$ cat src/sms_pkg.sv
package sms_pkg;

    localparam int LEN_W               = 5;
    localparam int CFG_W               = 64;
    localparam int PATTERN_BYTES       = 16;
    localparam int PATTERN_IDX_W       = $clog2(PATTERN_BYTES);
    localparam int POS_W               = 16;
    localparam int CFG_IDX_W           = 2;
    localparam int DEFAULT_MAX_PATTERN = 16;
    localparam longint unsigned DEFAULT_MAX_TEXT = 64'd65536;

    localparam logic [CFG_IDX_W-1:0] CFG_PATTERN_LENGTH = 2'd0;
    localparam logic [CFG_IDX_W-1:0] CFG_PATTERN_LOW    = 2'd1;
    localparam logic [CFG_IDX_W-1:0] CFG_PATTERN_HIGH   = 2'd2;

    typedef struct packed {
        logic shift;
        logic in_use;
    } cell_ctl_t;

    // pattern byte that lines up with window cell k for the given length
    function automatic logic [7:0] expected_byte(
        input logic [8*PATTERN_BYTES-1:0] pattern,
        input logic [LEN_W-1:0]           used_len,
        input int                         k
    );
        logic [LEN_W-1:0] d;
        d = used_len - LEN_W'(1) - LEN_W'(k);
        return pattern[8*d[PATTERN_IDX_W-1:0] +: 8];
    endfunction

endpackage

$ cat src/sms_cell.sv
module sms_cell (
    input  logic              clk,
    input  sms_pkg::cell_ctl_t ctl,
    input  logic [7:0]        shift_in,
    input  logic [7:0]        expected,
    output logic [7:0]        byte_q,
    output logic              hit
);
    import sms_pkg::*;

    logic [7:0] byte_reg;
    logic [7:0] byte_next;

    assign byte_next = ctl.shift ? shift_in : byte_reg;

    // compare against the window as it stands after this transaction
    assign hit    = !ctl.in_use || (byte_next == expected);
    assign byte_q = byte_reg;

    always_ff @(posedge clk)
    begin
        byte_reg <= byte_next;
    end

endmodule

$ cat src/substring_match_scanner.sv
// Substring scanner: text bytes stream in one per cycle through a row of
// MAX_PATTERN byte cells, each comparing its byte against the matching
// pattern byte, so a match ending at the newest byte is known in the same
// cycle it is taken. An item with end_of_text loads one result into the
// output register and clears the per-text state; the next text may start in
// the following cycle. Throughput is one item per cycle, set by the cell row
// compare plus the position bookkeeping in a single stage; an end item waits
// only while an earlier result is still held at the output by out_stall.
// Bytes past MAX_TEXT are dropped and flagged as too_long. The user must write
// configuration via cfg_write/cfg_index/cfg_data only while no text is active; not checked.
module substring_match_scanner #(
    parameter int              MAX_PATTERN = sms_pkg::DEFAULT_MAX_PATTERN,
    parameter longint unsigned MAX_TEXT    = sms_pkg::DEFAULT_MAX_TEXT
) (
    input  logic                          clk,
    input  logic                          rst_n,

    input  logic                          cfg_write,
    input  logic [sms_pkg::CFG_IDX_W-1:0] cfg_index,
    input  logic [sms_pkg::CFG_W-1:0]     cfg_data,

    input  logic                          in_valid,
    output logic                          in_stall,
    input  logic [7:0]                    text_byte,
    input  logic                          byte_present,
    input  logic                          end_of_text,

    output logic                          out_valid,
    input  logic                          out_stall,
    output logic                          first_found,
    output logic [sms_pkg::POS_W-1:0]     first_position,
    output logic                          last_found,
    output logic [sms_pkg::POS_W-1:0]     last_position,
    output logic                          starts_with,
    output logic                          ends_with,
    output logic                          too_long
);
    import sms_pkg::*;

    localparam int CNT_W = $clog2(MAX_TEXT + 64'd1);
    localparam int CMP_W = CNT_W + LEN_W;

    // configuration
    logic [LEN_W-1:0]             pattern_length_reg;
    logic [CFG_W-1:0]             pattern_low_reg;
    logic [CFG_W-1:0]             pattern_high_reg;
    logic [8*PATTERN_BYTES-1:0]   pattern;
    logic [LEN_W-1:0]             used_len;

    // per-text state
    logic [CNT_W-1:0]             count_reg;
    logic [CNT_W-1:0]             count_next;
    logic                         seen_reg;
    logic                         seen_next;
    logic                         starts_reg;
    logic                         starts_next;
    logic                         over_reg;
    logic                         over_next;
    logic [POS_W-1:0]             earliest_reg;
    logic [POS_W-1:0]             earliest_next;
    logic [POS_W-1:0]             latest_reg;
    logic [POS_W-1:0]             latest_next;

    // result register
    logic                         out_valid_reg;
    logic                         out_valid_next;
    logic                         first_found_reg;
    logic [POS_W-1:0]             first_position_reg;
    logic [POS_W-1:0]             last_position_reg;
    logic                         starts_with_reg;
    logic                         ends_with_reg;
    logic                         too_long_reg;

    logic                         in_accept;
    logic                         out_accept;
    logic                         full;
    logic                         take;
    logic [CNT_W-1:0]             count_after;
    logic                         enough;
    logic                         window_ok;
    logic                         match_now;
    logic [CNT_W-1:0]             start;
    logic [CNT_W+POS_W-1:0]       start_ext;
    logic [POS_W-1:0]             start_pos;
    logic                         seen_after;
    logic                         starts_after;
    logic                         over_after;
    logic [POS_W-1:0]             earliest_after;
    logic [POS_W-1:0]             latest_after;

    cell_ctl_t                    ctl [MAX_PATTERN];
    logic [7:0]                   win [MAX_PATTERN];
    logic [7:0]                   expected [MAX_PATTERN];
    logic [MAX_PATTERN-1:0]       hit;

    assign pattern  = {pattern_high_reg, pattern_low_reg};
    assign used_len = (pattern_length_reg > LEN_W'(MAX_PATTERN)) ?
                      LEN_W'(MAX_PATTERN) : pattern_length_reg;

    assign in_stall   = out_valid_reg && out_stall && end_of_text;
    assign in_accept  = in_valid && !in_stall;
    assign out_accept = out_valid_reg && !out_stall;

    assign full = (count_reg >= CNT_W'(MAX_TEXT));
    assign take = in_accept && byte_present && !full;

    genvar k;
    generate
        for (k = 0; k < MAX_PATTERN; k++)
        begin : g_cell
            assign ctl[k].shift  = take;
            assign ctl[k].in_use = (LEN_W'(k) < used_len);
            assign expected[k]   = expected_byte(pattern, used_len, k);

            if (k == 0)
            begin : g_head
                sms_cell u_cell (
                    .clk      (clk),
                    .ctl      (ctl[k]),
                    .shift_in (text_byte),
                    .expected (expected[k]),
                    .byte_q   (win[k]),
                    .hit      (hit[k])
                );
            end
            else
            begin : g_body
                sms_cell u_cell (
                    .clk      (clk),
                    .ctl      (ctl[k]),
                    .shift_in (win[k-1]),
                    .expected (expected[k]),
                    .byte_q   (win[k]),
                    .hit      (hit[k])
                );
            end
        end
    endgenerate

    assign count_after = take ? count_reg + CNT_W'(1) : count_reg;
    assign enough      = (CMP_W'(count_after) >= CMP_W'(used_len));
    assign window_ok   = enough && (&hit);
    assign match_now   = take && ((used_len == '0) || window_ok);

    assign start     = (used_len == '0) ? count_reg : count_after - CNT_W'(used_len);
    assign start_ext = {{POS_W{1'b0}}, start};
    assign start_pos = start_ext[POS_W-1:0];

    assign seen_after     = seen_reg || match_now;
    assign starts_after   = starts_reg || (match_now && (start == '0));
    assign over_after     = over_reg || (in_accept && byte_present && full);
    assign earliest_after = (match_now && !seen_reg) ? start_pos : earliest_reg;
    assign latest_after   = match_now ? start_pos : latest_reg;

    always_comb
    begin
        count_next     = count_reg;
        seen_next      = seen_reg;
        starts_next    = starts_reg;
        over_next      = over_reg;
        earliest_next  = earliest_reg;
        latest_next    = latest_reg;
        out_valid_next = out_valid_reg && !out_accept;
        if (in_accept)
        begin
            if (end_of_text)
            begin
                count_next     = '0;
                seen_next      = 1'b0;
                starts_next    = 1'b0;
                over_next      = 1'b0;
                out_valid_next = 1'b1;
            end
            else
            begin
                count_next    = count_after;
                seen_next     = seen_after;
                starts_next   = starts_after;
                over_next     = over_after;
                earliest_next = earliest_after;
                latest_next   = latest_after;
            end
        end
    end

    always_ff @(posedge clk or negedge rst_n)
    begin
        if (!rst_n)
        begin
            pattern_length_reg <= '0;
            pattern_low_reg    <= '0;
            pattern_high_reg   <= '0;
            count_reg          <= '0;
            seen_reg           <= 1'b0;
            starts_reg         <= 1'b0;
            over_reg           <= 1'b0;
            out_valid_reg      <= 1'b0;
        end
        else
        begin
            if (cfg_write)
            begin
                case (cfg_index)
                    CFG_PATTERN_LENGTH: pattern_length_reg <= cfg_data[LEN_W-1:0];
                    CFG_PATTERN_LOW:    pattern_low_reg    <= cfg_data;
                    CFG_PATTERN_HIGH:   pattern_high_reg   <= cfg_data;
                    default:            ;
                endcase
            end
            count_reg     <= count_next;
            seen_reg      <= seen_next;
            starts_reg    <= starts_next;
            over_reg      <= over_next;
            out_valid_reg <= out_valid_next;
        end
    end

    // positions are only visible once a match is seen
    always_ff @(posedge clk)
    begin
        earliest_reg <= earliest_next;
        latest_reg   <= latest_next;
        if (in_accept && end_of_text)
        begin
            first_found_reg    <= seen_after;
            first_position_reg <= seen_after ? earliest_after : '0;
            last_position_reg  <= seen_after ? latest_after : '0;
            starts_with_reg    <= (used_len == '0) || starts_after;
            ends_with_reg      <= (used_len == '0) || window_ok;
            too_long_reg       <= over_after;
        end
    end

    assign out_valid      = out_valid_reg;
    assign first_found    = first_found_reg;
    assign first_position = first_position_reg;
    assign last_found     = first_found_reg;
    assign last_position  = last_position_reg;
    assign starts_with    = starts_with_reg;
    assign ends_with      = ends_with_reg;
    assign too_long       = too_long_reg;

endmodule

$ cat config.mk
export PLATFORM = sky130hd
export DESIGN_NAME = substring_match_scanner
export DESIGN_NICKNAME = d
export VERILOG_FILES = /design/src/sms_pkg.sv /design/src/sms_cell.sv /design/src/substring_match_scanner.sv
export SDC_FILE = /design/constraint.sdc
export NUM_CORES = 1
export LEC_CHECK = 0
export ABC_CLOCK_PERIOD_IN_PS = 6700
export BUFFER_PORTS_ARGS = -buffer_cell sky130_fd_sc_hd__buf_2
export CORE_ASPECT_RATIO = 1.1
export CORE_MARGIN = 5
export CORE_UTILIZATION = 45
export DETAILED_ROUTE_END_ITERATION = 7
export MAX_ROUTING_LAYER = met4
export PLACE_DENSITY = 0.69
export SLEW_MARGIN = 20
export SYNTH_ARGS = -nofsm -noshare
export SYNTH_HDL_FRONTEND = slang
export SYNTH_SLANG_ARGS = --single-unit
$ cat constraint.sdc
create_clock -name clk -period 6.7 [get_ports clk]
set_clock_uncertainty 0.2 [all_clocks]
set_input_delay 0.335 -clock clk [delete_from_list [all_inputs] [get_ports clk]]
set_output_delay 0.335 -clock clk [all_outputs]
set_load 0.03 [all_outputs]
==> results of run 1 <==
stage by stage:
stage	hold slack (ns)	setup WS (ns)	area [um2]	power, uW
floorplan	-0.161	0.477	24600	7560
global placement	0.215	0.568	26000	9810
detailed placement	0.227	0.888	26000	9900
CTS	0.0220	0.880	28200	12300
global route	0.0408	0.575	28200	13000
finish	0.0431	0.691	28200	12500
synthesized netlist by cell type, types with 19 or more instances:
cell type,n
mux2_2,152
xnor2_1,118
o21bai_1,19
o221ai_1,22
o21ai_0,136
mux4_2,61
nand4_1,32
buf_2,78
and3_1,22
mux2i_1,244
o22ai_1,23
nor3b_1,49
dfxtp_1,128
o211ai_1,31
a211oi_1,22
a22oi_1,32
xor2_1,48
dfrtp_1,154
nor2_1,105
clkbuf_1,84
a21oi_1,49
inv_1,78
nor2b_1,26
nand3_1,68
o2111ai_1,26
nor3_1,55
edfxtp_1,68
buf_1,24
nand2_1,406
layer usage:
| metal | GRT usage [%] | part of all wire, % | up-vias |
|---|---|---|---|
| met1 | 42.4 | 41 | 11021 |
| met2 | 46.3 | 44 | 1189 |
| met4 | 12.2 | 4.9 | 0 |
| met3 | 5.92 | 9.4 | 182 |
| met5 | - | 0 | - |
| li1 | - | - | 9926 |
final timing paths:
path,from,end,slack (ns),cells past startpoint
max in group asynchronous,rst_n,pattern_length_reg[1]$_DFFE_PN0P_,4.58,3
worst min register to register,g_cell[15].g_body.u_cell.byte_q[4]$_DFF_P_,g_cell[15].g_body.u_cell.byte_q[4]$_DFF_P_,0.27,2
worst min-delay path,cfg_index[0],pattern_length_reg[0]$_DFFE_PN0P_,0.04,3
worst max-delay path,pattern_length_reg[0]$_DFFE_PN0P_,last_position[12]$_SDFFCE_PN0P_,0.69,15
min in group asynchronous,rst_n,pattern_high_reg[4]$_DFFE_PN0P_,0.18,2
worst max register to register,pattern_length_reg[0]$_DFFE_PN0P_,last_position[12]$_SDFFCE_PN0P_,0.69,15
cell families (layout without fill, tap and decap cells):
logic type,count (synthesis),after routing,share of synthesized area (%)
other,0,1,0
XOR/XNOR,170,170,6.24
AO/OA/AOI/OAI,505,505,14.2
AND/OR/NAND/NOR,855,855,16.9
adder cells (fa/ha/maj),9,9,0.488
multiplexers,472,472,23.1
buffers and inverters,275,425,4.73
flip-flops,350,350,34.3
power by group:
part / switching [uW] / internal (uW)
Clock: 936 / 1380
Sequential: 493 / 2560
Combinational: 4400 / 2680
worst reg2reg max path, cell delays in order (launching register included):
cell and delay, ns:
dfrtp_2 0.67, nand2b_2 0.18, ha_2 0.30, xnor2_1 0.58
xnor2_2 0.37, buf_4 0.35, o21ai_0 0.67, xnor2_1 0.23
nand3_1 0.11, o31ai_1 0.10, a41oi_1 0.16, or4_4 0.52
nor4_4 0.47, buf_4 0.25, nand3_1 0.34, o221ai_1 0.34
layout make-up:
| class | count | area [um2] | share of cell area [%] |
|---|---|---|---|
| multi-input combinational | 2011 | 15100 | 53.4 |
| sequential | 350 | 8460 | 30.0 |
| timing repair buffer | 276 | 2070 | 7.35 |
| clock buffer | 45 | 1030 | 3.64 |
| tap | 736 | 921 | 3.26 |
| clock inverter | 24 | 347 | 1.23 |
| inverter | 80 | 304 | 1.08 |
| antenna | 1 | 2.50 | 0.00887 |
what timing repair did:
| item | CTS | global route |
|---|---|---|
| buffers inserted | 0 | 0 |
| hold buffers | 81 | 0 |
| hold endpoints to repair | 231 | 0 |
| resized for setup | 0 | 0 |
==> impl_metrics.yaml, run 1 <==
logic_synthesis:
  synth.top_cell.area_share_pct: 15.6
  async_flop_share_pct: 44.0
  yosysTopAreaCell: "dfrtp_1"
  syn_nets: 2726
  synth_area_leaders: "dfrtp_1 16%, dfxtp_1 10%, mux2i_1 9.9%"
  synth_ff_type: "dfrtp_1"
  netlist_area_um2: 24600
  yosysWarnings: 0
  ys_types: 92
  synth_edf_count: 68
  ys_seq_area_share_pct: 34.3
  syn_area_per_cell_um2: 9.34
  synthCells: 2636
  ys_seq_elements: 350
setup_path:
  critPathRequiredTime_ns: 6.90
  slowest_stage: "dfrtp_2"
  start_kind: "flop"
  crit_fanout: 27
  cp_top_family: "simple AND/OR/NAND/NOR gates"
  worstPathCellList: "nand2b_2, ha_2, xnor2_1, xnor2_2, buf_4, o21ai_0, xnor2_1, nand3_1, o31ai_1, a41oi_1, or4_4, nor4_4, buf_4, nand3_1, o221ai_1"
  cp_slowest_stage_delay_ns: 0.67
  end_kind: "flop"
  arrival_ns: 6.21
  path_class: "reg -> reg"
  cp_num_buf_inv: 2
die:
  dieWidth_um: 233
  start_util_pct: 45.2
  dieArea_um2: 59500
  io_pins: 120
  die_h_um: 255
  core_area_um2: 54500
  rows: 90
place:
  dp_hpwl_um: 71700
  place_inst: 3370
  portBuffers: 119
  gp_congestion: 1.10
final_layout:
  final_util_pct: 51.8
  drive_gt1_share_pct: 18.8
  final_common_cell: "nand2_1"
  finalNonFillerCells: 3523
  final_cell_mix: "405 x nand2_1, 244 x mux2i_1, 152 x mux2_2"
  nets: 2848
  largest_register_ffs: 120
  nFillCells: 5040
  area_delta_synth_final_pct: 14.6
route:
  routed_wl_um: 93400
  drc: 0
  firstDrtPassIters: 7
  ant_nets: 0
  drt_iter0_drc: 2998
  post_drt_wl_per_cell_um: 26.5
  drt-vias-per-instance: 6.33
  vias: 22318
pwr:
  power_leakage_uw: 0.0119
  vdd_drop_max_v: 0.000273
  p_per_area_nw_per_um2: 441
timing:
  setup_viol: 0
  final_hold_viol_count: 0
  max_freq_ghz: 0.166
  report.final.slew_viol_count: 0
  min_period_over_period_pct: 89.7
  min_period_ns: 6.01
  relSlewSlack_pct: 22.1
  tns_ns: 0
  rsz0062_at_grt: "no"
  worstMarginPinSlew_ns: 1.17
grt:
  antenna_found_initial: 1
  grtUsageTotal_pct: 31.2
  grt_pass1_wl_um: 137000
  grt_overflow: 0
  first_global_vias: 20829
  grt_max_degree: 119
clocking:
  cts-root-buf: "clkbuf_16"
  cts_tree: "done"
  cts-buffers-inserted: 39
  clk_pin_slew_ns: 0.06
  clk-insertion-delay-late_ns: 0.58
  clock_sinks: 350
  cts_max_level: 2
  clock_tree.buffer_depth: 3
run:
  cap_violations: 0
status:
  outcome: "finished clean"
min_path:
  min_path_type: "in -> reg"
Note: power is estimated with default switching activity, not from simulation.
==> inputs of run 2 (changes only) <==
Settings changed: CORE_UTILIZATION 45 to 63, PLACE_DENSITY 0.69 to 0.89.
==> impl_metrics.yaml, run 2 (synthesis gave the netlist of run 1 again) <==
status:
  outcome: "finished clean"
timing:
  max_freq_ghz: 0.161
  worstMarginPinSlew_ns: 1.15
  min_period_over_period_pct: 92.6
  relSlewSlack_pct: 23.1
  hold_slack_ns: 0.0527
  rsz0062_at_grt: "no"
  final_hold_viol_count: 0
  setup_viol: 0
  tns_ns: 0
  report.final.slew_viol_count: 0
  min_period_ns: 6.20
pwr:
  p_seq_share_pct: 25.3
  p_switching_uw: 5890
  vdd_drop_max_v: 0.000296
  power_frac_comb_pct: 57.8
  swShare_pct: 48.1
  power.internal_uw: 6350
  p_clk_share_pct: 17.0
  power_leakage_uw: 0.0118
  finalPower_uw: 12200
  p_per_area_nw_per_um2: 444
setup_path:
  end_kind: "flop"
  rrSetupSlack_ns: 0.50
  crit_fanout: 26
  cp_slowest_stage_delay_ns: 0.69
  path_class: "reg -> reg"
  start_kind: "flop"
  worstPathCellList: "nand2b_2, ha_2, xnor2_4, buf_4, nor3_1, nor2_8, mux2i_1, xor2_1, nor4_1, a31oi_1, or4_4, nor4_4, buf_4, nand3_1, o221ai_1"
  critPathRequiredTime_ns: 6.89
  slowest_stage: "xnor2_4"
  crit_top_cell: "buf_4"
  arrival_ns: 6.39
final_layout:
  drive_gt1_share_pct: 18.2
  final_area_um2: 27600
  largest_register_ffs: 120
  area_delta_synth_final_pct: 12.0
  final_util_pct: 70.9
  nets: 2830
  final_cell_mix: "405 x nand2_1, 244 x mux2i_1, 152 x mux2_2, 152 x dfrtp_1, 136 x o21ai_0"
  nFillCells: 2794
  final_common_cell: "nand2_1"
place:
  gp_congestion: 1.12
  dpl-instance-area_um2: 25600
  portBuffers: 119
  dp_hpwl_um: 66900
route:
  drt-vias-per-instance: 7.07
  vias: 23171
  ant_nets: 0
  drc: 0
  firstDrtPassIters: 6
  post_drt_wl_per_cell_um: 28.4
  drt_iter0_drc: 3306
  routed_wl_um: 93000
clocking:
  clock_sinks: 350
  cts-root-buf: "clkbuf_16"
  cts_max_level: 2
  clk_pin_slew_ns: 0.07
  cts_setup_buffers: 0
  clk-insertion-delay-late_ns: 0.58
  post_cts_resize_count: 0
  cts-buffers-inserted: 38
  cts_tree: "done"
  clock_tree.buffer_depth: 3
die:
  die_h_um: 217
  core_area_um2: 38900
  dieArea_um2: 43200
  rows: 76
  dieWidth_um: 199
  io_pins: 120
  start_util_pct: 63.3
grt:
  grt_overflow: 0
  antenna_found_initial: 1
  first_global_vias: 21856
  grtUsageTotal_pct: 43.4
  grt_max_degree: 149
  grt_pass1_wl_um: 139000
min_path:
  min_path_type: "in -> reg"
run:
  cap_violations: 0
## run 2: cell types whose count changed in the layout (fill, tap and decap cells not counted), sizes merged
cell / before / now
dlygate4sd3: 81 / 77
clkinvlp: 2 / 3
clkbuf: 45 / 50
buf: 195 / 182
clkinv: 13 / 9
inv: 82 / 86
bufinv: 7 / 0
## run 2: area by class of cell
cell class,count,area [um2],share of cell area [%]
multi-input combinational,2011,15100,54.6
sequential,350,8460,30.7
timing repair buffer,259,1920,6.98
clock buffer,50,1050,3.80
tap,507,634,2.30
inverter,80,304,1.10
clock inverter,18,144,0.522
antenna,1,2.50,0.00907
## run 2: power groups by stage
stage                     Clock (uW)  Sequential, uW  Combinational [uW]
after floorplan                    0            2880                4690
after global placement             0            3040                6630
after detailed placement           0            3070                6730
after CTS                       2070            3040                6810
after global routing            2170            3110                7380
final                           2070            3090                7070
## run 2: worst max-delay path: cells and delay by family (launching register included)
family                   cells  cell delay (ns)
multiplexers                 1             0.28
adder cells (fa/ha/maj)      1             0.28
XOR/XNOR                     2             0.78
buffers and inverters        2             0.71
flip-flops                   1             0.57
AO/OA/AOI/OAI                2             0.52
AND/OR/NAND/NOR              7             2.62
## run 2: what timing repair did
item | in CTS | in global routing
setup endpoints to repair | 0 | 0
hold buffers | 77 | 0
endpoints found under the hold margin | 218 | 0
## run 2: per-stage QoR
| stage | setup slack, ns | std cells |
|---|---|---|
| 4_1_cts | 0.680 | 3275 |
| 3_3_place_gp | 0.850 | 3130 |
| 6_report | 0.497 | 3276 |
| 3_5_place_dp | 0.751 | 3130 |
| 2_1_floorplan | 0.477 | 2636 |
| 5_1_grt | 0.342 | 3276 |
## run 2: metal layers
layer  global-route usage [%]  share of wire [%]  routed length, um  vias to the layer above
met5                        -                  0                  0                        -
met4                     17.9                5.5               5110                        0
met3                     10.2                 13              11800                      354
met2                     64.1                 44              40800                     1827
met1                     57.8                 38              35300                    11104
li1                         -                  -                  -                     9886
## run 2: worst paths after layout
path	endpoint	start	depth (start not counted)
worst max register to register	last_position[12]$_SDFFCE_PN0P_	pattern_length_reg[4]$_DFFE_PN0P_	15
min in group asynchronous	pattern_high_reg[15]$_DFFE_PN0P_	rst_n	2
worst min register to register	g_cell[15].g_body.u_cell.byte_q[1]$_DFF_P_	g_cell[15].g_body.u_cell.byte_q[1]$_DFF_P_	2
worst min-delay path	pattern_length_reg[4]$_DFFE_PN0P_	cfg_index[0]	5
worst max-delay path	last_position[12]$_SDFFCE_PN0P_	pattern_length_reg[4]$_DFFE_PN0P_	15
max in group asynchronous	pattern_high_reg[45]$_DFFE_PN0P_	rst_n	3
